**src/rtl/gcp_pkg.sv**
```systemverilog
package gcp_pkg;

    localparam int CORDIC_STAGES = 16;

    // Angles: degrees times 65536, wide enough for one full turn either way
    localparam int ANG_W = 26;
    typedef logic signed [ANG_W-1:0] t_ang;

    localparam t_ang QUARTER_TURN = t_ang'(5898240);
    localparam t_ang HALF_TURN    = t_ang'(11796480);
    localparam t_ang FULL_TURN    = t_ang'(23592960);

    // Sines and cosines in Q30
    localparam int CS_W = 32;
    typedef logic signed [CS_W-1:0] t_cs;
    localparam t_cs CORDIC_GAIN = t_cs'(652032874);
    localparam t_cs ONE_Q30     = t_cs'(1073741824);

    // Square root of 2^60 - c^2, one result bit per stage
    localparam int RAD_W      = 62;
    localparam int SQRT_TOP   = 60;
    localparam int SQRT_STEPS = SQRT_TOP / 2 + 1;
    localparam int ROOT_W     = 31;

    typedef struct packed {
        logic [RAD_W-1:0] rem;
        logic [RAD_W-1:0] root;
    } t_sqrt;

    // Clamped arc angle, 0 to 180 degrees
    localparam int ARC_W = 24;

    localparam int FACT_W = 23;
    localparam int PROD_W = ARC_W + FACT_W;
    localparam int SEP_W  = 19;
    localparam int GAP_W  = 16;
    localparam logic [SEP_W-1:0] SEP_MAX = SEP_W'(327679);

    // Register indexes
    localparam int CFG_IDX_W  = 2;
    localparam int CFG_DATA_W = 19;
    localparam logic [CFG_IDX_W-1:0] REG_DIST_UNIT = 2'd0;
    localparam logic [CFG_IDX_W-1:0] REG_DIST_THR  = 2'd1;
    localparam logic [CFG_IDX_W-1:0] REG_MAG_THR   = 2'd2;

    // Unit codes
    localparam logic [1:0] UNIT_MILES    = 2'd0;
    localparam logic [1:0] UNIT_KM       = 2'd1;
    localparam logic [1:0] UNIT_NAUTICAL = 2'd2;

    // Stages between input and the distance product
    localparam int SIDE_DEPTH = 2 * CORDIC_STAGES + 39;

    function automatic t_ang atan_q16(input logic [4:0] idx);
        t_ang res;
        unique case (idx)
            5'd0:  res = t_ang'(2949120);
            5'd1:  res = t_ang'(1740967);
            5'd2:  res = t_ang'(919879);
            5'd3:  res = t_ang'(466945);
            5'd4:  res = t_ang'(234379);
            5'd5:  res = t_ang'(117304);
            5'd6:  res = t_ang'(58666);
            5'd7:  res = t_ang'(29335);
            5'd8:  res = t_ang'(14668);
            5'd9:  res = t_ang'(7334);
            5'd10: res = t_ang'(3667);
            5'd11: res = t_ang'(1833);
            5'd12: res = t_ang'(917);
            5'd13: res = t_ang'(458);
            5'd14: res = t_ang'(229);
            5'd15: res = t_ang'(115);
            5'd16: res = t_ang'(57);
            5'd17: res = t_ang'(29);
            5'd18: res = t_ang'(14);
            5'd19: res = t_ang'(7);
            5'd20: res = t_ang'(4);
            5'd21: res = t_ang'(2);
            5'd22: res = t_ang'(1);
            default: res = '0;
        endcase
        return res;
    endfunction

    function automatic t_sqrt sqrt_step(input t_sqrt st, input logic [RAD_W-1:0] bit_w);
        t_sqrt res;
        logic [RAD_W-1:0] trial;
        trial = st.root + bit_w;
        if (st.rem >= trial) begin
            res.rem  = st.rem - trial;
            res.root = (st.root >> 1) + bit_w;
        end else begin
            res.rem  = st.rem;
            res.root = st.root >> 1;
        end
        return res;
    endfunction

    function automatic logic [FACT_W-1:0] unit_factor(input logic [1:0] unit);
        logic [FACT_W-1:0] res;
        unique case (unit)
            UNIT_KM:       res = FACT_W'(7286920);
            UNIT_NAUTICAL: res = FACT_W'(3932013);
            default:       res = FACT_W'(4527882);
        endcase
        return res;
    endfunction

endpackage

```
**src/rtl/gcp_acos.sv**
```systemverilog
module gcp_acos import gcp_pkg::*; (
    input  logic              i_clk,
    input  logic              i_en,
    input  t_cs               i_c,
    input  logic [ROOT_W-1:0] i_s,
    output logic [ARC_W-1:0]  o_arc
);

    typedef logic signed [CS_W:0] t_vec;

    t_vec r_x [0:CORDIC_STAGES];
    t_vec r_y [0:CORDIC_STAGES];
    t_ang r_z [0:CORDIC_STAGES];
    logic [ARC_W-1:0] r_arc;

    // Turn a vector in the left half plane by -90 degrees first
    always_ff @(posedge i_clk) begin
        if (i_en) begin
            if (i_c < 0) begin
                r_x[0] <= t_vec'({1'b0, i_s});
                r_y[0] <= -t_vec'(i_c);
                r_z[0] <= QUARTER_TURN;
            end else begin
                r_x[0] <= t_vec'(i_c);
                r_y[0] <= t_vec'({1'b0, i_s});
                r_z[0] <= '0;
            end
        end
    end

    for (genvar k = 0; k < CORDIC_STAGES; k++) begin : g_stage
        always_ff @(posedge i_clk) begin
            if (i_en) begin
                if (r_y[k] > 0) begin
                    r_x[k+1] <= r_x[k] + (r_y[k] >>> k);
                    r_y[k+1] <= r_y[k] - (r_x[k] >>> k);
                    r_z[k+1] <= r_z[k] + atan_q16(5'(k));
                end else begin
                    r_x[k+1] <= r_x[k] - (r_y[k] >>> k);
                    r_y[k+1] <= r_y[k] + (r_x[k] >>> k);
                    r_z[k+1] <= r_z[k] - atan_q16(5'(k));
                end
            end
        end
    end

    always_ff @(posedge i_clk) begin
        if (i_en) begin
            if (r_z[CORDIC_STAGES] < 0) begin
                r_arc <= '0;
            end else if (r_z[CORDIC_STAGES] > HALF_TURN) begin
                r_arc <= HALF_TURN[ARC_W-1:0];
            end else begin
                r_arc <= r_z[CORDIC_STAGES][ARC_W-1:0];
            end
        end
    end

    assign o_arc = r_arc;

endmodule

```
**config.mk**
```make
export PLATFORM = sky130hd
export DESIGN_NAME = gcp_acos
export DESIGN_NICKNAME = d
export VERILOG_FILES = /design/src/rtl/gcp_pkg.sv /design/src/rtl/gcp_acos.sv
export SDC_FILE = /design/constraint.sdc
export NUM_CORES = 2
export LEC_CHECK = 0
export BUFFER_PORTS_ARGS = -buffer_cell sky130_fd_sc_hd__clkbuf_2
export CELL_PAD_IN_SITES_DETAIL_PLACEMENT = 1
export CELL_PAD_IN_SITES_GLOBAL_PLACEMENT = 2
export CORE_ASPECT_RATIO = 1.5
export CORE_MARGIN = 8
export CORE_UTILIZATION = 45
export CTS_CLUSTER_SIZE = 28
export DETAILED_ROUTE_END_ITERATION = 6
export HOLD_SLACK_MARGIN = 0.03
export PLACE_DENSITY_LB_ADDON = 0.1
export SLEW_MARGIN = 40
export SYNTH_ARGS = -nofsm -noshare
export SYNTH_HDL_FRONTEND = slang
export SYNTH_SLANG_ARGS = --single-unit
```
**constraint.sdc**
```tcl
create_clock -name i_clk -period 19.4 [get_ports i_clk]
set_clock_uncertainty 0.15 [all_clocks]
set_input_delay 2.91 -clock i_clk [delete_from_list [all_inputs] [get_ports i_clk]]
set_output_delay 2.91 -clock i_clk [all_outputs]
set_load 0.005 [all_outputs]
```
==> metrics.yaml <==
die_h_um: 648
r2r-end: "r_y[7][31]$_DFFE_PP_"
grt_pass1_vias: 105000
setup_tns_ns: 0
cts_tree: "yes"
io_pins: 89
cts_root_buf: "clkbuf_16"
drt_iter0_drc: 4166
reg2reg_slack_ns: 11.16
via_per_inst: 5.95
fp-row-count: 232
reg2reg_depth: 23
rsz0062_at_grt: "no"
clk_pin_slew_ns: 0.06
slew_headroom_pct: 39.2
avgSynthCellArea_um2: 9.41
post_cts_buffers: 0
first_pass_iters: 7
yosysMostFrequentCell: "edfxtp_1"
layout-drive-gt1-share_pct: 4.56
dp_hpwl_um: 320000
seqCellArea_mm2: 0.0419
required_ns: 19.84
gr-usage-all-layers_pct: 26.8
n_fill_cell: 30100
async_flop_share_pct: 0
path_max_fanout: 105
crit_path_cell_trace: "buf_12 > buf_4 > buf_4 > nor4b_1 > nand2_1 > nor2_1 > a21oi_4 > inv_1 > nor2_1 > xor2_1 > ha_1 > o21a_1 > a2111oi_0 > o21ai_0 > nand2_1 > o211ai_1 > o2111ai_1 > o21ai_0 > or2_2 > a21oi_1 > xnor2_1"
grt_pass1_wl_um: 608000
fin_nets: 14200
synth_area_leaders: "edfxtp_1 (35%), ha_1 (14%), xnor2_1 (8.3%)"
cp-start-kind: "input port"
synth_cells: 12700
worstPathArrival_ns: 9.59
synth.top_cell.area_share_pct: 35.0
period_needed_ns: 9.14
synthTopCellsByCount: "edfxtp_1 (1396), ha_1 (1322), a21oi_1 (1233)"
yosys_warnings: 0
ys_types: 95
hp-class: "flip-flop to flip-flop"
ctsResizeCount: 0
floorplan.initialDensity_pct: 45.1
ys_seq_area_share_pct: 35.0
crit_family: "compound AO/OA/AOI/OAI gates"
wl_per_cell_um: 23.9
core_mm2: 0.265
hold-path-endpoint: "r_z[6][2]$_DFFE_PP_"
grt_max_degree: 145
antenna_found_initial: 5
ys.flop_type: "edfxtp_1"
path_class: "input port to flip-flop"
multi_input_area_mm2: 0.0748
fin_ws_ns: 10.26
gp_congestion: 0.947
dieArea_mm2: 0.283
drv_cap: 0
worst_path_largest_cell_delay_ns: 0.82
drc: 0
end_kind: "flip-flop"
worst_path_max_delay_cell: "a2111oi_0"
die_w_um: 437
vias: 97800
dpl-instance-area_mm2: 0.124
holdPathStages: 0
finalSetupViolCount: 0
htreeDepth: 4
path_buf_inv: 4
post-place-ws_ns: 9.37
port_buffers: 87
finalCritPeriodShare_pct: 47.1
synthesis.area_mm2: 0.120
clock_path_buffers: 4
synth_edf_count: 1396
synth_area_leader_cell: "edfxtp_1"
worst_pin_slew_ns: 0.889
cts_sinks: 1396
wl_um: 393000
holdCritStartpoint: "r_z[5][2]$_DFFE_PP_"
hold_viol_final: 0
crit-reg2reg-launch: "r_y[6][8]$_DFFE_PP_"
areaGrowthSynthToFinish_pct: 8.37
ant_nets: 0
clk_latency_ns: 0.89
ys_ff_latch: 1396
postCtsHoldBufs: 0
cts_buffers: 162
drv_slew: 0
outcome: "finished, final reports clean"
overflow: 0
design_area_mm2: 0.130
clock.fmax_mhz: 109
worst max-delay path by stage:
| stage | startpoint | to | slack [ns] | cells after the start |
|---|---|---|---|---|
| 3_5_place_dp | i_en | r_x[6][26]$_DFFE_PP_ | 9.37 | 21 |
| 3_3_place_gp | i_en | r_x[6][26]$_DFFE_PP_ | 9.41 | 21 |
| 6_report | i_en | r_y[5][27]$_DFFE_PP_ | 10.26 | 21 |
| 2_1_floorplan | i_en | r_z[11][23]$_DFFE_PP_ | 11.44 | 18 |
| 5_1_grt | i_en | r_y[7][31]$_DFFE_PP_ | 9.79 | 20 |
| 4_1_cts | i_en | r_x[6][26]$_DFFE_PP_ | 10.31 | 21 |
layer usage:
metal	global-route usage, %	share of wire, %	vias up
li1	-	-	47100
met2	52.1	53	1557
met4	15.5	6.8	2
met3	2.42	2.4	892
met5	0	0.0033	-
met1	27.9	37	48200
state kept, by name, indices dropped and copies added, names as in the netlist:
register / count
o_arc: 23
r_x: 479
r_y: 528
r_z: 366
placed cells by master (no fill, tap or decap), types with 70 or more instances in the layout:
| cell | netlist | layout |
|---|---|---|
| a21oi_1 | 1233 | 1232 |
| nor2_1 | 1054 | 1054 |
| nand2_1 | 717 | 717 |
| edfxtp_1 | 1396 | 1396 |
| a21o_1 | 540 | 540 |
| or3_1 | 89 | 89 |
| nand4_1 | 99 | 99 |
| inv_1 | 599 | 599 |
| a211oi_1 | 87 | 87 |
| or4_1 | 70 | 70 |
| nand3_1 | 223 | 223 |
| clkbuf_16 | 0 | 166 |
| nor3_1 | 307 | 307 |
| nor2b_1 | 198 | 197 |
| and3_1 | 83 | 83 |
| o31ai_1 | 175 | 174 |
| clkbuf_2 | 1 | 86 |
| o21a_1 | 222 | 221 |
| o41ai_1 | 85 | 82 |
| ha_1 | 1322 | 1322 |
| a31oi_1 | 98 | 98 |
| o21ai_0 | 820 | 818 |
| xnor2_1 | 1133 | 1133 |
| xor2_1 | 632 | 632 |
| nor4_1 | 124 | 113 |
| nand2b_1 | 219 | 217 |
| o21bai_1 | 148 | 148 |
metrics by stage:
step	hold slack [ns]	util (%)	std cells
2_1_floorplan	0.250	-	12700
3_3_place_gp	0.257	46.8	16100
3_5_place_dp	0.259	46.9	16100
4_1_cts	0.269	48.9	16400
5_1_grt	0.276	48.9	16400
6_report	0.265	48.9	16400
cell families after synthesis:
family,synth area share (%)
AO/OA/AOI/OAI,20.3
AND/OR/NAND/NOR,13.8
XOR/XNOR,12.9
flip-flops,35.0
adder cells (fa/ha/maj),14.5
buffers and inverters,2.76
multiplexers,0.775
other,0.00313
cell type report:
type                    instances  share of cell area [%]
diodes                          6                  0.0116
inverters                     611                    1.77
repair buffers                157                   0.844
multi-input cells           10500                    57.6
well taps                    3510                    3.38
clock buffers                 189                    3.27
flip-flops and latches       1396                    32.3
clock inverters                90                   0.795
Power is left out: the tool's default activity adds up to more than one toggle a clock period on the data nets, which glitch-free logic cannot reach.
