<file path="src/rtl/gcp_pkg.sv">
package gcp_pkg;

    localparam int CORDIC_STAGES = 16;

    // Angles: degrees times 65536, wide enough for one full turn either way
    localparam int ANG_W = 26;
    typedef logic signed [ANG_W-1:0] t_ang;

    localparam t_ang QUARTER_TURN = t_ang'(5898240);
    localparam t_ang HALF_TURN    = t_ang'(11796480);
    localparam t_ang FULL_TURN    = t_ang'(23592960);

    // Sines and cosines in Q30
    localparam int CS_W = 32;
    typedef logic signed [CS_W-1:0] t_cs;
    localparam t_cs CORDIC_GAIN = t_cs'(652032874);
    localparam t_cs ONE_Q30     = t_cs'(1073741824);

    // Square root of 2^60 - c^2, one result bit per stage
    localparam int RAD_W      = 62;
    localparam int SQRT_TOP   = 60;
    localparam int SQRT_STEPS = SQRT_TOP / 2 + 1;
    localparam int ROOT_W     = 31;

    typedef struct packed {
        logic [RAD_W-1:0] rem;
        logic [RAD_W-1:0] root;
    } t_sqrt;

    // Clamped arc angle, 0 to 180 degrees
    localparam int ARC_W = 24;

    localparam int FACT_W = 23;
    localparam int PROD_W = ARC_W + FACT_W;
    localparam int SEP_W  = 19;
    localparam int GAP_W  = 16;
    localparam logic [SEP_W-1:0] SEP_MAX = SEP_W'(327679);

    // Register indexes
    localparam int CFG_IDX_W  = 2;
    localparam int CFG_DATA_W = 19;
    localparam logic [CFG_IDX_W-1:0] REG_DIST_UNIT = 2'd0;
    localparam logic [CFG_IDX_W-1:0] REG_DIST_THR  = 2'd1;
    localparam logic [CFG_IDX_W-1:0] REG_MAG_THR   = 2'd2;

    // Unit codes
    localparam logic [1:0] UNIT_MILES    = 2'd0;
    localparam logic [1:0] UNIT_KM       = 2'd1;
    localparam logic [1:0] UNIT_NAUTICAL = 2'd2;

    // Stages between input and the distance product
    localparam int SIDE_DEPTH = 2 * CORDIC_STAGES + 39;

    function automatic t_ang atan_q16(input logic [4:0] idx);
        t_ang res;
        unique case (idx)
            5'd0:  res = t_ang'(2949120);
            5'd1:  res = t_ang'(1740967);
            5'd2:  res = t_ang'(919879);
            5'd3:  res = t_ang'(466945);
            5'd4:  res = t_ang'(234379);
            5'd5:  res = t_ang'(117304);
            5'd6:  res = t_ang'(58666);
            5'd7:  res = t_ang'(29335);
            5'd8:  res = t_ang'(14668);
            5'd9:  res = t_ang'(7334);
            5'd10: res = t_ang'(3667);
            5'd11: res = t_ang'(1833);
            5'd12: res = t_ang'(917);
            5'd13: res = t_ang'(458);
            5'd14: res = t_ang'(229);
            5'd15: res = t_ang'(115);
            5'd16: res = t_ang'(57);
            5'd17: res = t_ang'(29);
            5'd18: res = t_ang'(14);
            5'd19: res = t_ang'(7);
            5'd20: res = t_ang'(4);
            5'd21: res = t_ang'(2);
            5'd22: res = t_ang'(1);
            default: res = '0;
        endcase
        return res;
    endfunction

    function automatic t_sqrt sqrt_step(input t_sqrt st, input logic [RAD_W-1:0] bit_w);
        t_sqrt res;
        logic [RAD_W-1:0] trial;
        trial = st.root + bit_w;
        if (st.rem >= trial) begin
            res.rem  = st.rem - trial;
            res.root = (st.root >> 1) + bit_w;
        end else begin
            res.rem  = st.rem;
            res.root = st.root >> 1;
        end
        return res;
    endfunction

    function automatic logic [FACT_W-1:0] unit_factor(input logic [1:0] unit);
        logic [FACT_W-1:0] res;
        unique case (unit)
            UNIT_KM:       res = FACT_W'(7286920);
            UNIT_NAUTICAL: res = FACT_W'(3932013);
            default:       res = FACT_W'(4527882);
        endcase
        return res;
    endfunction

endpackage

</file>
<file path="src/rtl/gcp_sincos.sv">
module gcp_sincos import gcp_pkg::*; (
    input  logic i_clk,
    input  logic i_en,
    input  t_ang i_angle,
    output t_cs  o_sin,
    output t_cs  o_cos
);

    t_ang w_red;
    t_ang w_fold;
    logic w_neg;

    t_cs  r_x   [0:CORDIC_STAGES];
    t_cs  r_y   [0:CORDIC_STAGES];
    t_ang r_z   [0:CORDIC_STAGES];
    logic r_neg [0:CORDIC_STAGES];

    // Reduce into (-180,180], then fold into [-90,90] and remember the sign flip
    always_comb begin
        w_red = i_angle;
        if (i_angle > HALF_TURN) begin
            w_red = i_angle - FULL_TURN;
        end else if (i_angle <= -HALF_TURN) begin
            w_red = i_angle + FULL_TURN;
        end
        w_fold = w_red;
        w_neg  = 1'b0;
        if (w_red > QUARTER_TURN) begin
            w_fold = w_red - HALF_TURN;
            w_neg  = 1'b1;
        end else if (w_red < -QUARTER_TURN) begin
            w_fold = w_red + HALF_TURN;
            w_neg  = 1'b1;
        end
    end

    always_ff @(posedge i_clk) begin
        if (i_en) begin
            r_x[0]   <= CORDIC_GAIN;
            r_y[0]   <= '0;
            r_z[0]   <= w_fold;
            r_neg[0] <= w_neg;
        end
    end

    for (genvar k = 0; k < CORDIC_STAGES; k++) begin : g_stage
        always_ff @(posedge i_clk) begin
            if (i_en) begin
                if (r_z[k] >= 0) begin
                    r_x[k+1] <= r_x[k] - (r_y[k] >>> k);
                    r_y[k+1] <= r_y[k] + (r_x[k] >>> k);
                    r_z[k+1] <= r_z[k] - atan_q16(5'(k));
                end else begin
                    r_x[k+1] <= r_x[k] + (r_y[k] >>> k);
                    r_y[k+1] <= r_y[k] - (r_x[k] >>> k);
                    r_z[k+1] <= r_z[k] + atan_q16(5'(k));
                end
                r_neg[k+1] <= r_neg[k];
            end
        end
    end

    assign o_sin = r_neg[CORDIC_STAGES] ? -r_y[CORDIC_STAGES] : r_y[CORDIC_STAGES];
    assign o_cos = r_neg[CORDIC_STAGES] ? -r_x[CORDIC_STAGES] : r_x[CORDIC_STAGES];

endmodule

</file>
<file path="config.mk">
export PLATFORM = sky130hd
export DESIGN_NAME = gcp_sincos
export DESIGN_NICKNAME = d
export VERILOG_FILES = /design/src/rtl/gcp_pkg.sv /design/src/rtl/gcp_sincos.sv
export SDC_FILE = /design/constraint.sdc
export NUM_CORES = 2
export LEC_CHECK = 0
export BUFFER_PORTS_ARGS = -buffer_cell sky130_fd_sc_hd__buf_2
export CORE_MARGIN = 2
export CORE_UTILIZATION = 40
export CTS_CLUSTER_SIZE = 24
export DETAILED_ROUTE_END_ITERATION = 7
export MAX_ROUTING_LAYER = met4
export PLACE_DENSITY = 0.55
export SYNTH_ARGS = -nofsm -noshare
export SYNTH_HDL_FRONTEND = slang
export SYNTH_SLANG_ARGS = --single-unit
</file>
<file path="constraint.sdc">
create_clock -name i_clk -period 7 [get_ports i_clk]
set_input_delay 0.35 -clock i_clk [delete_from_list [all_inputs] [get_ports i_clk]]
set_output_delay 0.35 -clock i_clk [all_outputs]
set_load 0.1 [all_outputs]
</file>
==> flow_summary_export.csv <==
group,metric,value,unit
outcome,outcome,"complete, no violations",
sta,fmax,175.1,MHz
logic_synthesis,yosysWarnings,0,
floorplan,dieArea,287200,sq um
global_routing,antenna_found_initial,2,
worst_setup_path,reg2reg_from,"r_x[4][8]",
worst_setup_path,required,7.56,ns
worst_setup_path,worst-path-max-fanout,51,
worst_setup_path,critPathArrivalTime,6.27,ns
global_routing,grt_max_degree,80,
worst_hold_path,hold_start,"i_angle[23]",
global_routing,grt-ovfl-total,0,
floorplan,ios,92,
sta,setup_viol,0,
floorplan,row_count,195,
sta,grt_setup_unrepaired,"no",
drt,viasPerCell,5.663,
drt,final_antenna_net_count,0,
drt,routed-via-count,89780,
clock_tree,cts_resized,0,
worst_setup_path,r2r_cells,17,
worst_setup_path,r2r_setup_slack,1.39,ns
sta,worst_pin_slew,1.132,ns
logic_synthesis,synth_nets,13140,
logic_synthesis,ys_ff_latch,1345,
global_routing,grtUsageTotal,21.77,%
placement,io_buffers,91,
worst_setup_path,critPathKind,"in -> reg",
logic_synthesis,synth_area,113200,sq um
clock_tree,clock-sinks,1345,
logic_synthesis,avgSynthCellArea,9.511,sq um
sta,fin_skew,0.05078,ns
global_routing,grt_pass1_wl,488500,microns
sta,setup_tns,0,ns
clock_tree,cts_tree,"yes",
worst_setup_path,rr_endpoint,"r_y[5][31]",
floorplan,die_h,535.9,microns
floorplan,core_area,281800,sq um
clock_tree,cts.clk_slew.worst_paths,0.06,ns
sta,fin_crit_sh,81.58,%
sta,relSlewSlack,24.09,%
worst_hold_path,min_to,"r_z[0][23]",
sta,hold_viol_final,0,
layout,drive_above_1_share,5.235,%
clock_tree,cts_root_buf,"clkbuf_16",
layout,synthToLayoutAreaGrowth,9.154,%
sta,setup_ws,1.290,ns
worst_setup_path,worstSetupEndpointType,"flop",
global_routing,first_global_vias,85760,
job,drv_cap,0,
drt,drc_errors,0,
worst_setup_path,start_kind,"input port",
placement,gp_congestion,0.9468,
clock_tree,numCtsBuffers,171,
floorplan,start_util,40.15,%
clock_tree,cts.hold.buffers_added,20,
logic_synthesis,synth_cell_types,117,
placement,pre_cts_slack,1.038,ns
clock_tree,htreeDepth,4,
floorplan,die_x,535.9,microns
placement,hpwl,246600,microns
logic_synthesis,synth_edf_count,1345,
drt,first_pass_iters,8,
drt,drt-initial-drc-count,6493,
layout,final_nets,13220,
clock_tree,clk_latency,0.84,ns
sta,drv_slew,0,
logic_synthesis,yosysSeqAreaShare,35.69,%
clock_tree,postCtsSetupRepairBufs,0,
drt,routed_wirelength,312700,microns
logic_synthesis,synthArstFlopShare,0,%
drt,routedWlPerCell,19.73,microns
sta,fin_crit,5.710,ns
logic_synthesis,syn_inst,11900,
worst_hold_path,hold_path_class,"in -> reg",
worst_hold_path,hold_depth,3,
logic_synthesis,synth_ff_type,"edfxtp_1",
clock_tree,cts.path.max_buffers,4,
[cell usage after synthesis (19+ instances only)]
| master | n | share of area (%) |
|---|---|---|
| nand2_1 | 756 | 2.5 |
| and4_1 | 19 | 0.15 |
| a21oi_1 | 1088 | 4.8 |
| nand2b_1 | 186 | 1.0 |
| a31oi_1 | 113 | 0.62 |
| a211oi_1 | 101 | 0.67 |
| mux2_2 | 35 | 0.35 |
| or3_1 | 107 | 0.59 |
| o22ai_1 | 27 | 0.15 |
| nand4_1 | 55 | 0.30 |
| o21ai_0 | 634 | 2.8 |
| o2111ai_1 | 22 | 0.17 |
| a31o_2 | 34 | 0.26 |
| nor3b_1 | 29 | 0.19 |
| o41ai_1 | 53 | 0.41 |
| nor2b_1 | 167 | 0.92 |
| mux2i_1 | 68 | 0.60 |
| or4_1 | 43 | 0.29 |
| and2_1 | 78 | 0.43 |
| nand3_1 | 206 | 0.91 |
| a21boi_0 | 46 | 0.31 |
| or2_2 | 52 | 0.29 |
| o21bai_1 | 119 | 0.79 |
| o31ai_1 | 161 | 1.1 |
| edfxtp_1 | 1345 | 36 |
| a41oi_1 | 20 | 0.15 |
| fa_1 | 28 | 0.50 |
| nor4_1 | 69 | 0.38 |
| ha_1 | 1182 | 13 |
| and3_1 | 113 | 0.62 |
| nor2_1 | 972 | 3.2 |
| o21a_1 | 196 | 1.3 |
| nor3_1 | 319 | 1.4 |
| nand3b_1 | 25 | 0.17 |
| o21ai_1 | 45 | 0.20 |
| clkbuf_1 | 181 | 0.60 |
| a211o_1 | 25 | 0.19 |
| o211ai_1 | 69 | 0.46 |
| xor2_1 | 542 | 4.2 |
| xnor2_1 | 1229 | 9.5 |
| a21o_1 | 442 | 2.9 |
| buf_1 | 58 | 0.19 |
| inv_1 | 475 | 1.6 |
[per-stage QoR]
stage               instance area [sq um]  std cells  hold slack, ns  util [%]
floorplan                          113200      11900          0.4003         -
global placement                   117800      15530          0.4014     41.79
detailed placement                 117800      15530          0.4065     41.79
CTS                                123500      15850         0.09468     43.83
global route                       123500      15860          0.1995     43.83
finish                             123500      15860          0.1657     43.83
[kinds of logic (layout without fill, tap and decap cells)]
family | Yosys count | after routing | share of synthesized area, %
buf+inv | 752 | 966 | 2.553
flops | 1345 | 1345 | 35.69
compound gates | 3449 | 3449 | 19.53
mux | 103 | 103 | 0.9498
simple gates | 3256 | 3256 | 13.91
fa+ha+maj | 1221 | 1221 | 13.66
other cells | 0 | 1 | 0
xor+xnor | 1771 | 1771 | 13.71
[sequential cells by signal, indices dropped and copies added (netlist names)]
name and cells:
r_z 391, r_x 456, r_y 481, r_neg 17
[layout by cell type (no fill, tap or decap), types with 161 or more instances in the layout]
cell type	synthesis	final
nand2b_1	186	186
nor3_1	319	319
ha_1	1182	1182
o31ai_1	161	161
o21a_1	196	196
nand2_1	756	756
a21oi_1	1088	1088
nor2b_1	167	167
xnor2_1	1229	1229
xor2_1	542	542
nor2_1	972	972
o21ai_0	634	634
edfxtp_1	1345	1345
nand3_1	206	206
clkbuf_16	0	175
a21o_1	442	442
inv_1	475	474
[worst max-delay path: stages]
cell and delay, ns:
dlygate4sd3_1 0.58, buf_12 0.30, buf_4 0.44, and2_1 0.56, inv_2 0.53, o21ai_0 0.50, fa_1 0.29, nor2b_1 0.06
o21ai_0 0.26, a21oi_1 0.15, o41ai_2 0.46, o21ai_0 0.33, o211ai_1 0.31, a21oi_1 0.15, or3_1 0.33, a21oi_1 0.24
o21ai_0 0.16, xor2_1 0.18
[how the worst max path moves through the flow]
stage	from	cells after the start	end	slack [ns]
6_report	i_en	18	r_y[11][30]	1.29
3_3_place_gp	i_en	17	r_y[11][28]	1.07
3_5_place_dp	i_en	17	r_y[11][30]	1.04
4_1_cts	i_en	18	r_y[11][30]	1.33
2_1_floorplan	i_en	20	r_x[5][30]	2.11
5_1_grt	i_en	18	r_y[11][30]	0.77
[metal layers]
layer	track usage, %	routed length [microns]
met5	-	0
met4	5.529	7975
met3	2.242	13970
met2	34.52	143700
met1	29.69	147100
[final cells by class]
type	count	area (sq um)
fill	26940	158300
multi-input combinational	9800	69880
sequential	1345	40390
tap	3743	4683
clock buffer	194	4451
inverter	488	1832
timing repair buffer	178	1186
clock inverter	106	1089
antenna	1	2.502
Power is not shown: default switching activity piles up to over one toggle a cycle in this logic, so the estimate is an artifact.
